<file path="config.mk">
export PLATFORM = sky130hd
export DESIGN_NAME = block_request_chain_validator_top
export DESIGN_NICKNAME = d
export VERILOG_FILES = /design/src/rtl/bcv_pkg.sv /design/src/rtl/block_request_chain_validator_top.sv /design/src/rtl/bcv_chain.sv /design/src/rtl/bcv_rsp_reg.sv
export SDC_FILE = /design/constraint.sdc
export NUM_CORES = 1
export LEC_CHECK = 0
export BUFFER_PORTS_ARGS = -buffer_cell sky130_fd_sc_hd__buf_2
export CORE_MARGIN = 2
export CORE_UTILIZATION = 58
export CTS_CLUSTER_DIAMETER = 150
export DETAILED_ROUTE_END_ITERATION = 6
export PLACE_DENSITY = 0.78
export SLEW_MARGIN = 20
export SYNTH_ARGS = -nofsm -noshare
export SYNTH_HDL_FRONTEND = slang
export SYNTH_HIERARCHICAL = 1
export SYNTH_SLANG_ARGS = --single-unit
</file>
<file path="constraint.sdc">
create_clock -name clock -period 6.5 [get_ports clock]
set_clock_uncertainty 0.15 [all_clocks]
set_input_delay 0.975 -clock clock [delete_from_list [all_inputs] [get_ports clock]]
set_output_delay 0.975 -clock clock [all_outputs]
set_load 0.1 [all_outputs]
</file>
<file path="src/rtl/bcv_pkg.sv">
`default_nettype none

package bcv_pkg;

   // request type words
   localparam logic [31:0] TYPE_READ      = 32'd0;
   localparam logic [31:0] TYPE_WRITE     = 32'd1;
   localparam logic [31:0] TYPE_FLUSH     = 32'd4;
   localparam logic [31:0] TYPE_FLUSH_OUT = 32'd5;
   localparam logic [31:0] TYPE_IDENT     = 32'd8;
   localparam logic [31:0] TYPE_DISCARD   = 32'd11;
   localparam logic [31:0] BARRIER_BIT    = 32'h8000_0000;

   localparam logic [31:0] HEADER_BYTES = 32'd16;
   localparam logic [31:0] STATUS_BYTES = 32'd1;
   localparam int          SECTOR_SHIFT = 9;

   // result actions
   localparam logic [1:0] ACT_ABORT    = 2'd0;
   localparam logic [1:0] ACT_COMPLETE = 2'd1;
   localparam logic [1:0] ACT_DISPATCH = 2'd2;

   // completion status
   localparam logic [1:0] ST_OK     = 2'd0;
   localparam logic [1:0] ST_IOERR  = 2'd1;
   localparam logic [1:0] ST_UNSUPP = 2'd2;

   // operation codes
   localparam logic [2:0] OP_READ    = 3'd0;
   localparam logic [2:0] OP_WRITE   = 3'd1;
   localparam logic [2:0] OP_DISCARD = 3'd2;
   localparam logic [2:0] OP_FLUSH   = 3'd3;
   localparam logic [2:0] OP_IDENT   = 3'd4;
   localparam logic [2:0] OP_OTHER   = 3'd5;

   // register indexes
   localparam logic [1:0] CSR_CAPACITY = 2'd0;
   localparam logic [1:0] CSR_READ_ONLY = 2'd1;
   localparam logic [1:0] CSR_BACKEND  = 2'd2;

   localparam int CSR_DATA_W  = 48;
   localparam int CSR_INDEX_W = 2;
   localparam int BYTES_W     = 38;
   localparam int SEG_COUNT_W = 7;

   typedef struct packed {
      logic [31:0] desc_len;
      logic        device_writes;
      logic        last;
      logic [31:0] req_type;
      logic [63:0] req_sector;
   } bcv_item_type;

   typedef struct packed {
      logic [1:0]             action;
      logic [1:0]             status;
      logic [2:0]             operation;
      logic [63:0]            start_sector;
      logic [BYTES_W-1:0]     total_bytes;
      logic [SEG_COUNT_W-1:0] segment_count;
   } bcv_result_type;

   typedef struct packed {
      logic [CSR_DATA_W-1:0] capacity_sectors;
      logic                  read_only;
      logic                  backend_present;
   } bcv_cfg_type;

   function automatic logic [2:0] op_code(input logic [31:0] t);
      case (t)
         TYPE_READ:      op_code = OP_READ;
         TYPE_WRITE:     op_code = OP_WRITE;
         TYPE_DISCARD:   op_code = OP_DISCARD;
         TYPE_FLUSH:     op_code = OP_FLUSH;
         TYPE_FLUSH_OUT: op_code = OP_FLUSH;
         TYPE_IDENT:     op_code = OP_IDENT;
         default:        op_code = OP_OTHER;
      endcase
   endfunction

endpackage

`default_nettype wire

</file>
<file path="src/rtl/block_request_chain_validator_top.sv">
`default_nettype none

// Block request chain validator. Descriptors of a block request chain enter
// one per item on the req_ channel: header first, then data segments, then
// the status descriptor with req_last set. Exactly one result leaves on the
// rsp_ channel per chain, for the descriptor marked last: abort, complete with
// a status, or dispatch, with operation, sector, byte total and segment count.
// A descriptor is taken every cycle but for the stall below; a result shows
// on rsp_valid after its last descriptor has passed the input register, then
// the result register. A last descriptor waits in the input register only
// while the result register is full and rsp_ready is low, and that stalls the
// input. The csr_ port sets capacity, read-only and backend presence; it is to
// be written only while no chain is in flight; the block does not enforce it.
module block_request_chain_validator_top #(
   parameter int MAX_SEGMENTS = 64
) (
   input  wire logic                                clock,
   input  wire logic                                reset,

   input  wire logic                                req_valid,
   output logic                                     req_ready,
   input  wire logic [31:0]                         req_desc_len,
   input  wire logic                                req_device_writes,
   input  wire logic                                req_last,
   input  wire logic [31:0]                         req_req_type,
   input  wire logic [63:0]                         req_req_sector,

   output logic                                     rsp_valid,
   input  wire logic                                rsp_ready,
   output logic [1:0]                               rsp_action,
   output logic [1:0]                               rsp_status,
   output logic [2:0]                               rsp_operation,
   output logic [63:0]                              rsp_start_sector,
   output logic [bcv_pkg::BYTES_W-1:0]              rsp_total_bytes,
   output logic [bcv_pkg::SEG_COUNT_W-1:0]          rsp_segment_count,

   input  wire logic                                csr_write_en,
   input  wire logic [bcv_pkg::CSR_INDEX_W-1:0]     csr_index,
   input  wire logic [bcv_pkg::CSR_DATA_W-1:0]      csr_wdata
);
   import bcv_pkg::*;

   bcv_cfg_type    cfg_ff, cfg_in;
   logic           in_valid_ff, in_valid_in;
   bcv_item_type   in_item_ff, in_item_in;
   logic           step;
   logic           can_load;
   bcv_result_type result;
   bcv_result_type rsp_data;

   always_comb begin
      cfg_in = cfg_ff;
      if (csr_write_en) begin
         case (csr_index)
            CSR_CAPACITY:  cfg_in.capacity_sectors = csr_wdata;
            CSR_READ_ONLY: cfg_in.read_only        = csr_wdata[0];
            CSR_BACKEND:   cfg_in.backend_present  = csr_wdata[0];
            default:       cfg_in = cfg_ff;
         endcase
      end
   end

   always_ff @(posedge clock) begin
      if (reset) begin
         cfg_ff <= '0;
      end else begin
         cfg_ff <= cfg_in;
      end
   end

   // only a last descriptor needs room in the result register
   assign step      = in_valid_ff && (!in_item_ff.last || can_load);
   assign req_ready = !in_valid_ff || step;

   always_comb begin
      in_valid_in = in_valid_ff;
      in_item_in  = in_item_ff;
      if (req_ready) begin
         in_valid_in = req_valid;
         in_item_in  = '{desc_len:      req_desc_len,
                         device_writes: req_device_writes,
                         last:          req_last,
                         req_type:      req_req_type,
                         req_sector:    req_req_sector};
      end
   end

   always_ff @(posedge clock) begin
      if (reset) begin
         in_valid_ff <= 1'b0;
      end else begin
         in_valid_ff <= in_valid_in;
      end
   end

   always_ff @(posedge clock) begin
      in_item_ff <= in_item_in;
   end

   bcv_chain #(
      .MAX_SEGMENTS(MAX_SEGMENTS)
   ) u_chain (
      .clock  (clock),
      .reset  (reset),
      .step   (step),
      .item   (in_item_ff),
      .cfg    (cfg_ff),
      .result (result)
   );

   bcv_rsp_reg u_rsp (
      .clock     (clock),
      .reset     (reset),
      .load      (step && in_item_ff.last),
      .result    (result),
      .can_load  (can_load),
      .rsp_valid (rsp_valid),
      .rsp_ready (rsp_ready),
      .rsp_data  (rsp_data)
   );

   assign rsp_action        = rsp_data.action;
   assign rsp_status        = rsp_data.status;
   assign rsp_operation     = rsp_data.operation;
   assign rsp_start_sector  = rsp_data.start_sector;
   assign rsp_total_bytes   = rsp_data.total_bytes;
   assign rsp_segment_count = rsp_data.segment_count;

endmodule

`default_nettype wire

</file>
<file path="src/rtl/bcv_chain.sv">
`default_nettype none

module bcv_chain #(
   parameter int MAX_SEGMENTS = 64
) (
   input  wire logic                    clock,
   input  wire logic                    reset,
   input  wire logic                    step,
   input  wire bcv_pkg::bcv_item_type   item,
   input  wire bcv_pkg::bcv_cfg_type    cfg,
   output bcv_pkg::bcv_result_type      result
);
   import bcv_pkg::*;

   localparam int POS_W = $clog2(MAX_SEGMENTS + 3);
   localparam logic [POS_W-1:0] SEG_LIMIT = POS_W'(MAX_SEGMENTS);
   localparam logic [POS_W-1:0] POS_SAT   = POS_W'(MAX_SEGMENTS + 2);

   logic [POS_W-1:0]   pos_ff, pos_in;
   logic [31:0]        held_type_ff, held_type_in;
   logic [63:0]        held_sector_ff, held_sector_in;
   logic [BYTES_W-1:0] byte_total_ff, byte_total_in;
   logic               header_bad_ff, header_bad_in;
   logic               conflict_ff, conflict_in;

   logic [31:0]        type_masked;
   logic               wop;
   logic [POS_W-1:0]   segs;
   logic               chain_bad;
   logic [64:0]        end_sector;
   logic               range_bad;
   logic               ioerr;
   logic [2:0]         op;

   assign type_masked = held_type_ff & ~BARRIER_BIT;
   assign wop  = (type_masked == TYPE_WRITE) || (type_masked == TYPE_DISCARD);
   assign segs = pos_ff - POS_W'(1);
   assign op   = op_code(type_masked);

   assign chain_bad = (segs > SEG_LIMIT) || header_bad_ff ||
                      (item.desc_len != STATUS_BYTES) || !item.device_writes;

   // sector plus whole sectors of data, kept one bit wider so it cannot wrap
   assign end_sector = {1'b0, held_sector_ff} +
                       65'(byte_total_ff[BYTES_W-1:SECTOR_SHIFT]);
   assign range_bad  = (byte_total_ff[SECTOR_SHIFT-1:0] != '0) ||
                       (end_sector > {17'd0, cfg.capacity_sectors});

   assign ioerr = !cfg.backend_present || (wop && cfg.read_only) || conflict_ff;

   always_comb begin
      result = '0;
      if ((pos_ff != '0) && !chain_bad) begin
         result.operation     = op;
         result.start_sector  = held_sector_ff;
         result.total_bytes   = byte_total_ff;
         result.segment_count = SEG_COUNT_W'(segs);
         if (ioerr) begin
            result.action = ACT_COMPLETE;
            result.status = ST_IOERR;
         end else begin
            case (type_masked)
               TYPE_READ, TYPE_WRITE: begin
                  if (range_bad) begin
                     result.action = ACT_COMPLETE;
                     result.status = ST_IOERR;
                  end else begin
                     result.action = ACT_DISPATCH;
                  end
               end
               TYPE_DISCARD, TYPE_FLUSH, TYPE_FLUSH_OUT: begin
                  result.action = ACT_DISPATCH;
               end
               TYPE_IDENT: begin
                  result.action = ACT_COMPLETE;
                  result.status = ST_OK;
               end
               default: begin
                  result.action = ACT_COMPLETE;
                  result.status = ST_UNSUPP;
               end
            endcase
         end
      end
   end

   always_comb begin
      pos_in         = pos_ff;
      held_type_in   = held_type_ff;
      held_sector_in = held_sector_ff;
      byte_total_in  = byte_total_ff;
      header_bad_in  = header_bad_ff;
      conflict_in    = conflict_ff;
      if (step) begin
         if (pos_ff == '0) begin
            held_type_in   = item.req_type;
            held_sector_in = item.req_sector;
            header_bad_in  = item.device_writes || (item.desc_len != HEADER_BYTES);
            if (item.last) begin
               header_bad_in = 1'b0;
            end else begin
               pos_in = POS_W'(1);
            end
         end else if (!item.last) begin
            // segments past the limit are counted but not accumulated
            if (pos_ff <= SEG_LIMIT) begin
               byte_total_in = byte_total_ff + BYTES_W'(item.desc_len);
               if (!item.device_writes != wop) begin
                  conflict_in = 1'b1;
               end
            end
            if (pos_ff < POS_SAT) begin
               pos_in = pos_ff + POS_W'(1);
            end
         end else begin
            pos_in        = '0;
            byte_total_in = '0;
            header_bad_in = 1'b0;
            conflict_in   = 1'b0;
         end
      end
   end

   always_ff @(posedge clock) begin
      if (reset) begin
         pos_ff        <= '0;
         byte_total_ff <= '0;
         header_bad_ff <= 1'b0;
         conflict_ff   <= 1'b0;
      end else begin
         pos_ff        <= pos_in;
         byte_total_ff <= byte_total_in;
         header_bad_ff <= header_bad_in;
         conflict_ff   <= conflict_in;
      end
   end

   always_ff @(posedge clock) begin
      held_type_ff   <= held_type_in;
      held_sector_ff <= held_sector_in;
   end

endmodule

`default_nettype wire

</file>
<file path="src/rtl/bcv_rsp_reg.sv">
`default_nettype none

module bcv_rsp_reg (
   input  wire logic                     clock,
   input  wire logic                     reset,
   input  wire logic                     load,
   input  wire bcv_pkg::bcv_result_type  result,
   output logic                          can_load,
   output logic                          rsp_valid,
   input  wire logic                     rsp_ready,
   output bcv_pkg::bcv_result_type       rsp_data
);
   import bcv_pkg::*;

   logic           valid_ff, valid_in;
   bcv_result_type data_ff, data_in;

   assign can_load = !valid_ff || rsp_ready;

   always_comb begin
      valid_in = valid_ff;
      data_in  = data_ff;
      if (load) begin
         valid_in = 1'b1;
         data_in  = result;
      end else if (rsp_ready) begin
         valid_in = 1'b0;
      end
   end

   always_ff @(posedge clock) begin
      if (reset) begin
         valid_ff <= 1'b0;
      end else begin
         valid_ff <= valid_in;
      end
   end

   always_ff @(posedge clock) begin
      data_ff <= data_in;
   end

   assign rsp_valid = valid_ff;
   assign rsp_data  = data_ff;

endmodule

`default_nettype wire

</file>
=== After elaboration in Yosys (flattened, before gate mapping) ===
Cells that the tools add are included.

* Flip-flop bits (word level): 439
* Logic and storage cells: 109
* Input port bits: 185
* Output and inout port bits: 118

* Add/subtract/negate cells: 4
* Equality and inequality tests: 11
* Order comparisons: 4
* Muxes and demuxes: 20
* Reduce and logical (&&, ||, !) cells: 44
* Bitwise logic cells: 2

{| class="wikitable"
|+ Operator list
! operator !! count
|-
| two-way mux 38 bit || 2
|-
| adder 64 x 29 -> 65 bit || 1
|-
| greater-than comparator 65 x 48 -> 1 bit || 1
|-
| == test 31 x 3 -> 1 bit (second input constant) || 2
|-
| == test 31 x 4 -> 1 bit (second input constant) || 2
|-
| adder 38 x 32 -> 38 bit || 1
|-
| zero test 32 bit || 1
|-
| != test 32 x 1 -> 1 bit (second input constant) || 1
|-
| != test 32 x 5 -> 1 bit (second input constant) || 1
|-
| == test 31 x 1 -> 1 bit (second input constant) || 1
|-
| two-way mux 7 bit || 4
|-
| one-hot mux 3 bit (5 select lines) || 1
|-
| logical OR 1 bit || 11
|-
| AND reduction 2 bit || 5
|-
| two-way mux 1 bit || 9
|-
| nonzero test 9 bit || 1
|-
| one-hot mux 2 bit (2 select lines) || 2
|-
| nonzero test 2 bit || 4
|-
| adder 7 x 1 -> 7 bit (second input constant) || 1
|-
| greater-than comparator 7 bit (second input constant) || 1
|-
| less-or-equal comparator 7 bit (second input constant) || 1
|-
| zero test 7 bit || 1
|-
| less-than comparator 7 bit (second input constant) || 1
|-
| nonzero test 7 bit || 1
|-
| other kinds (17) || 29
|}

=== Depth between registers and ports, before layout ===
* Depth after elaboration: 9
* Gate-level depth with buffers: 24
* Depth with buffers taken out: 24

=== Hierarchy ===
Netlist, hierarchy kept.

{| class="wikitable"
|+ By module, submodules not included
! module !! area an instance (sq um) !! instances !! cells each !! seq. area each (sq um)
|-
| bcv_chain || 10910.5 || 1 || 1215 || 3793.6
|-
| block_request_chain_validator_top || 6183.4 || 1 || 354 || 4924.7
|-
| bcv_rsp_reg || 3529.6 || 1 || 120 || 3503.4
|}

=== Least setup slack after synthesis ===
No wires, ideal clock.

* Path kind: input port to flip-flop
* Start: input port rsp_ready
* End: register in_item_ff[0] (netlist name) (enable)
* Data arrival time: 4773 ps
* Cell stages on the path: 2
* Setup slack: -148 ps
* Buffers on the path: 0
* Setup time: 1724 ps
* Data required time: 4626 ps
* Path through: nand2b_4 -> nand3b_1

* Longest elaborated chain between the ends: 4

{| class="wikitable"
|+ RTL lines
! what !! RTL line !! RTL
|-
| from (decl) || block_request_chain_validator_top.sv:29 || <nowiki>input wire logic rsp_ready,</nowiki>
|-
| logical OR 1 bit || bcv_rsp_reg.sv:18 || <nowiki>assign can_load = !valid_ff || rsp_ready;</nowiki>
|-
| logical OR 1 bit || block_request_chain_validator_top.sv:72 || <nowiki>assign step = in_valid_ff && (!in_item_ff.last || can_load);</nowiki>
|-
| logical AND 1 bit || block_request_chain_validator_top.sv:72 ||
|-
| logical OR 1 bit || block_request_chain_validator_top.sv:73 || <nowiki>assign req_ready = !in_valid_ff || step;</nowiki>
|-
| named net req_ready || block_request_chain_validator_top.sv:21 || <nowiki>output logic req_ready,</nowiki>
|-
| to (signal assigned) || block_request_chain_validator_top.sv:97 || <nowiki>in_item_ff <= in_item_in;</nowiki>
|-
| to (decl) || block_request_chain_validator_top.sv:45 || <nowiki>bcv_item_type in_item_ff, in_item_in;</nowiki>
|}

The timed path passes the listed nets, and every way through them passes these cells.
A chain may end at the register's enable or synchronous reset.

=== Worst setup path in the final report ===
* Start: register u_chain.byte_total_ff[9]
* End: register u_rsp.data_ff, in the netlist u_rsp/rsp_data[112], data pin

* Longest elaborated chain between the ends: 6

{| class="wikitable"
|+ RTL lines
! what !! RTL line !! RTL
|-
| from (decl) || bcv_chain.sv:22 || <nowiki>logic [BYTES_W-1:0] byte_total_ff, byte_total_in;</nowiki>
|-
| from (signal assigned) || bcv_chain.sv:132 || <nowiki>byte_total_ff <= byte_total_in;</nowiki>
|-
| adder 64 x 29 -> 65 bit || bcv_chain.sv:44 || <nowiki>assign end_sector = {1'b0, held_sector_ff} +</nowiki>
|-
| greater-than comparator 65 x 48 -> 1 bit || bcv_chain.sv:47 || <nowiki>(end_sector > {17'd0, cfg.capacity_sectors});</nowiki>
|-
| logical OR 1 bit || bcv_chain.sv:46 || <nowiki>assign range_bad = (byte_total_ff[SECTOR_SHIFT-1:0] != '0) ||</nowiki>
|-
| two-way mux 1 bit || bcv_chain.sv:64 || <nowiki>if (range_bad) begin</nowiki>
|-
| one-hot mux 2 bit (2 select lines) || bcv_chain.sv:62 || <nowiki>case (type_masked)</nowiki>
|-
| two-way mux 3 bit || bcv_chain.sv:58 || <nowiki>if (ioerr) begin</nowiki>
|-
| to (signal assigned) || bcv_rsp_reg.sv:40 || <nowiki>data_ff <= data_in;</nowiki>
|-
| to (decl) || bcv_rsp_reg.sv:16 || <nowiki>bcv_result_type data_ff, data_in;</nowiki>
|}

Every way passes these cells.

==> results by group <==
Run status
  • Outcome: finished, final reports clean

Worst setup path
  • Worst path top cell family by delay: compound AO/OA/AOI/OAI gates
  • Crit path DAT: 6.17 ns
  • Startpoint Class: flip-flop
  • Critical path class: reg -> reg
  • Crit end category: flip-flop
  • Crit Reg-Reg Endpoint: u_rsp/rsp_data[112]
  • Worst R2R Setup Slack: 0.47 ns
  • Worst Reg2Reg Path Length in Cells: 25
  • Cell mode on critical path: a21oi_1
  • Slowest CP cell: o31ai_1
  • Reg-to-Reg Start: u_chain/byte_total_ff[9]
  • Critical path peak fanout: 7
  • CP peak stage delay: 0.46 ns
  • Worst path required time: 6.65 ns
  • Worst Path Buf+Inv: 2

GRT
  • GRT Resource Usage Total: 0.263
  • Pin count of the biggest net entering global routing: 103
  • Total gr overflow: 0
  • Vias in the first global route: 13800
  • Gr busiest metal: met2
  • GR Util met3: 0.0409
  • Grt met2 use: 0.443
  • Initial antenna violation count: 2
  • Met1 Use GR: 0.347
  • Global-route wire length before repair: 74.6 mm

Hold path
  • Hold path cells: 0
  • HP Start: in_item_ff[40]
  • HP Class: reg -> reg
  • Worst hold endpoint: u_chain/held_sector_ff[40]

Timing
  • Least-Margin Pin Slew: 1.11 ns
  • Final setup viols: 0
  • Final hold vios: 0
  • RSZ-0062 raised after global routing: no
  • Fin crit period: 6.03 ns
  • Final period util: 0.927
  • Max Slew Vio Count: 0
  • WHS: 0.268 ns
  • Fmax: 166 MHz
  • Slew margin rel.: 0.253
  • Setup TNS: 0 ns

Logic synthesis
  • Syn Std Cell Area: 20600 µm²
  • Syn nets: 1988
  • Syn. warnings: 6
  • Mean Syn Cell Area: 12.2 µm²
  • Syn Inst Count: 1688

Power
  • Pwr dens: 254 nW/µm²
  • Leakage: 9.83 nW
  • Pwr Total: 6.09 mW
  • VDD IR max: 0.267 mV

Route
  • Initial detailed-routing violation count: 1199
  • Vias after detailed routing: 14300
  • Via/cell ratio: 5.72
  • Final antenna-violating net count: 0
  • Remaining DRCs: 0
  • Final wirelength: 49.2 mm
  • First-pass DRT Iterations: 5
  • Avg WL per Cell: 19.7 µm

Layout
  • Post-route cell area: 24000 µm²
  • Fin nets: 2296
  • Fin util: 0.681
  • Synthesis-to-layout area growth: 16.4%
  • Share of layout cells above drive strength 1: 0.208

Job
  • Max cap viols: 0

CTS
  • Clock latency on the worst-skew pair: 0.59 ns
  • Number of buffers created by CTS: 44
  • Root buf cell: clkbuf_16
  • CTS clk-pin slew, worst paths: 0.06 ns
  • H-tree levels: 2
  • Cts hold-fix bufs: 0
  • Clock Sink Count: 439
  • Clock Path Buffers: 3
  • TritonCTS clock tree: done
  • Post_cts resized: 0
  • Setup bufs post-CTS: 0

Placed design
  • Placed Area: 22500 µm²
  • Global placer's final weighted congestion: 0.913
  • Final HPWL DP: 35.1 mm
  • I/O Buffers: 301

Die
  • IO Pins: 303
  • Initial core utilization: 0.585
  • Total die area: 37000 µm²
  • Std cell rows: 69
  • Die W: 192 µm
  • Core footprint: 35200 µm²
  • Die height: 192 µm
==> cell type report <==
class	instances	area, µm²
Multi-Input combinational cell	1123	7890
Sequential cell	439	12200
Clock inverter	13	120
Inverter	76	285
Antenna cell	3	7.51
Fill cell	2576	11200
Clock buffer	67	1320
Tap cell	461	577
Timing Repair Buffer	312	1590
==> where the power goes <==
| group | switching (mW) | total [mW] | leakage [nW] | internal [mW] |
|---|---|---|---|---|
| clock | 1.06 | 2.51 | 0.710 | 1.45 |
| sequential | 0.0573 | 3.18 | 4.27 | 3.12 |
| combinational | 0.260 | 0.409 | 4.85 | 0.148 |
| total | 1.38 | 6.09 | 9.83 | 4.71 |
==> through the flow <==
step                      worst slack (ns)  cells
after floorplan                     -0.117   1688
after detailed placement             0.579   2411
final                                0.475   2494
after global routing                0.0142   2493
after global placement               0.560   2411
after CTS                            0.550   2491
==> worst register-to-register path: stages, from the launching register on <==
cell      delay (ns)
dfxtp_1         0.40
ha_1            0.19
inv_1           0.05
fa_1            0.40
nand2b_1        0.19
a21oi_1         0.30
o211ai_1        0.27
a21oi_1         0.27
nor3_1          0.14
o31ai_1         0.46
a31oi_1         0.19
nor2_1          0.12
buf_4           0.17
nand3_1         0.09
xnor2_1         0.14
ha_1            0.30
a21o_1          0.16
a21o_1          0.17
a211oi_1        0.27
o21ai_0         0.15
a21oi_1         0.12
a21oi_1         0.15
nor4_4          0.33
nand4_2         0.17
o311ai_2        0.29
a21oi_1         0.11
==> sequential cells by signal, indices dropped and copies added, names as in the netlist <==
signal	cells
u_chain/held_sector_ff	64
in_item_ff	129
u_chain/held_type_ff	31
u_rsp/rsp_data	116
u_chain/conflict_ff	1
in_valid_ff	1
cfg_ff	50
u_chain/byte_total_ff	38
u_chain/pos_ff	7
u_rsp/rsp_valid	1
u_chain/header_bad_ff	1
==> worst max path at each step <==
stage	endpoint	slack, ns	from	cells past startpoint
global placement	u_rsp/rsp_data[114]	0.56	u_chain/byte_total_ff[9]	25
CTS	u_rsp/rsp_data[114]	0.55	u_chain/byte_total_ff[9]	24
finish	u_rsp/rsp_data[112]	0.47	u_chain/byte_total_ff[9]	25
global route	u_rsp/rsp_data[112]	0.01	u_chain/byte_total_ff[9]	25
detailed placement	u_rsp/rsp_data[114]	0.58	u_chain/byte_total_ff[9]	24
floorplan	in_item_ff[0]	-0.12	rsp_ready	2
==> cells in the final DEF (no fill, tap or decap), types with 53 or more instances in the layout <==
master and count:
a21oi_1 93, and2_1 104, buf_2 301, dfxtp_1 99
edfxtp_1 340, ha_1 113, inv_1 76, mux2i_1 55
nand2_1 84, nand2b_1 105, nor2_1 104, xnor2_1 53
==> metal layers <==
layer | vias up | part of all wire | wire, µm
met1 | 6867 | 0.43 | 21100
met4 | 0 | 0.031 | 1530
met5 | - | 0 | 0
met3 | 95 | 0.053 | 2590
li1 | 6828 | - | -
met2 | 467 | 0.49 | 24100
No activity file was read; power rests on OpenSTA's default activity.
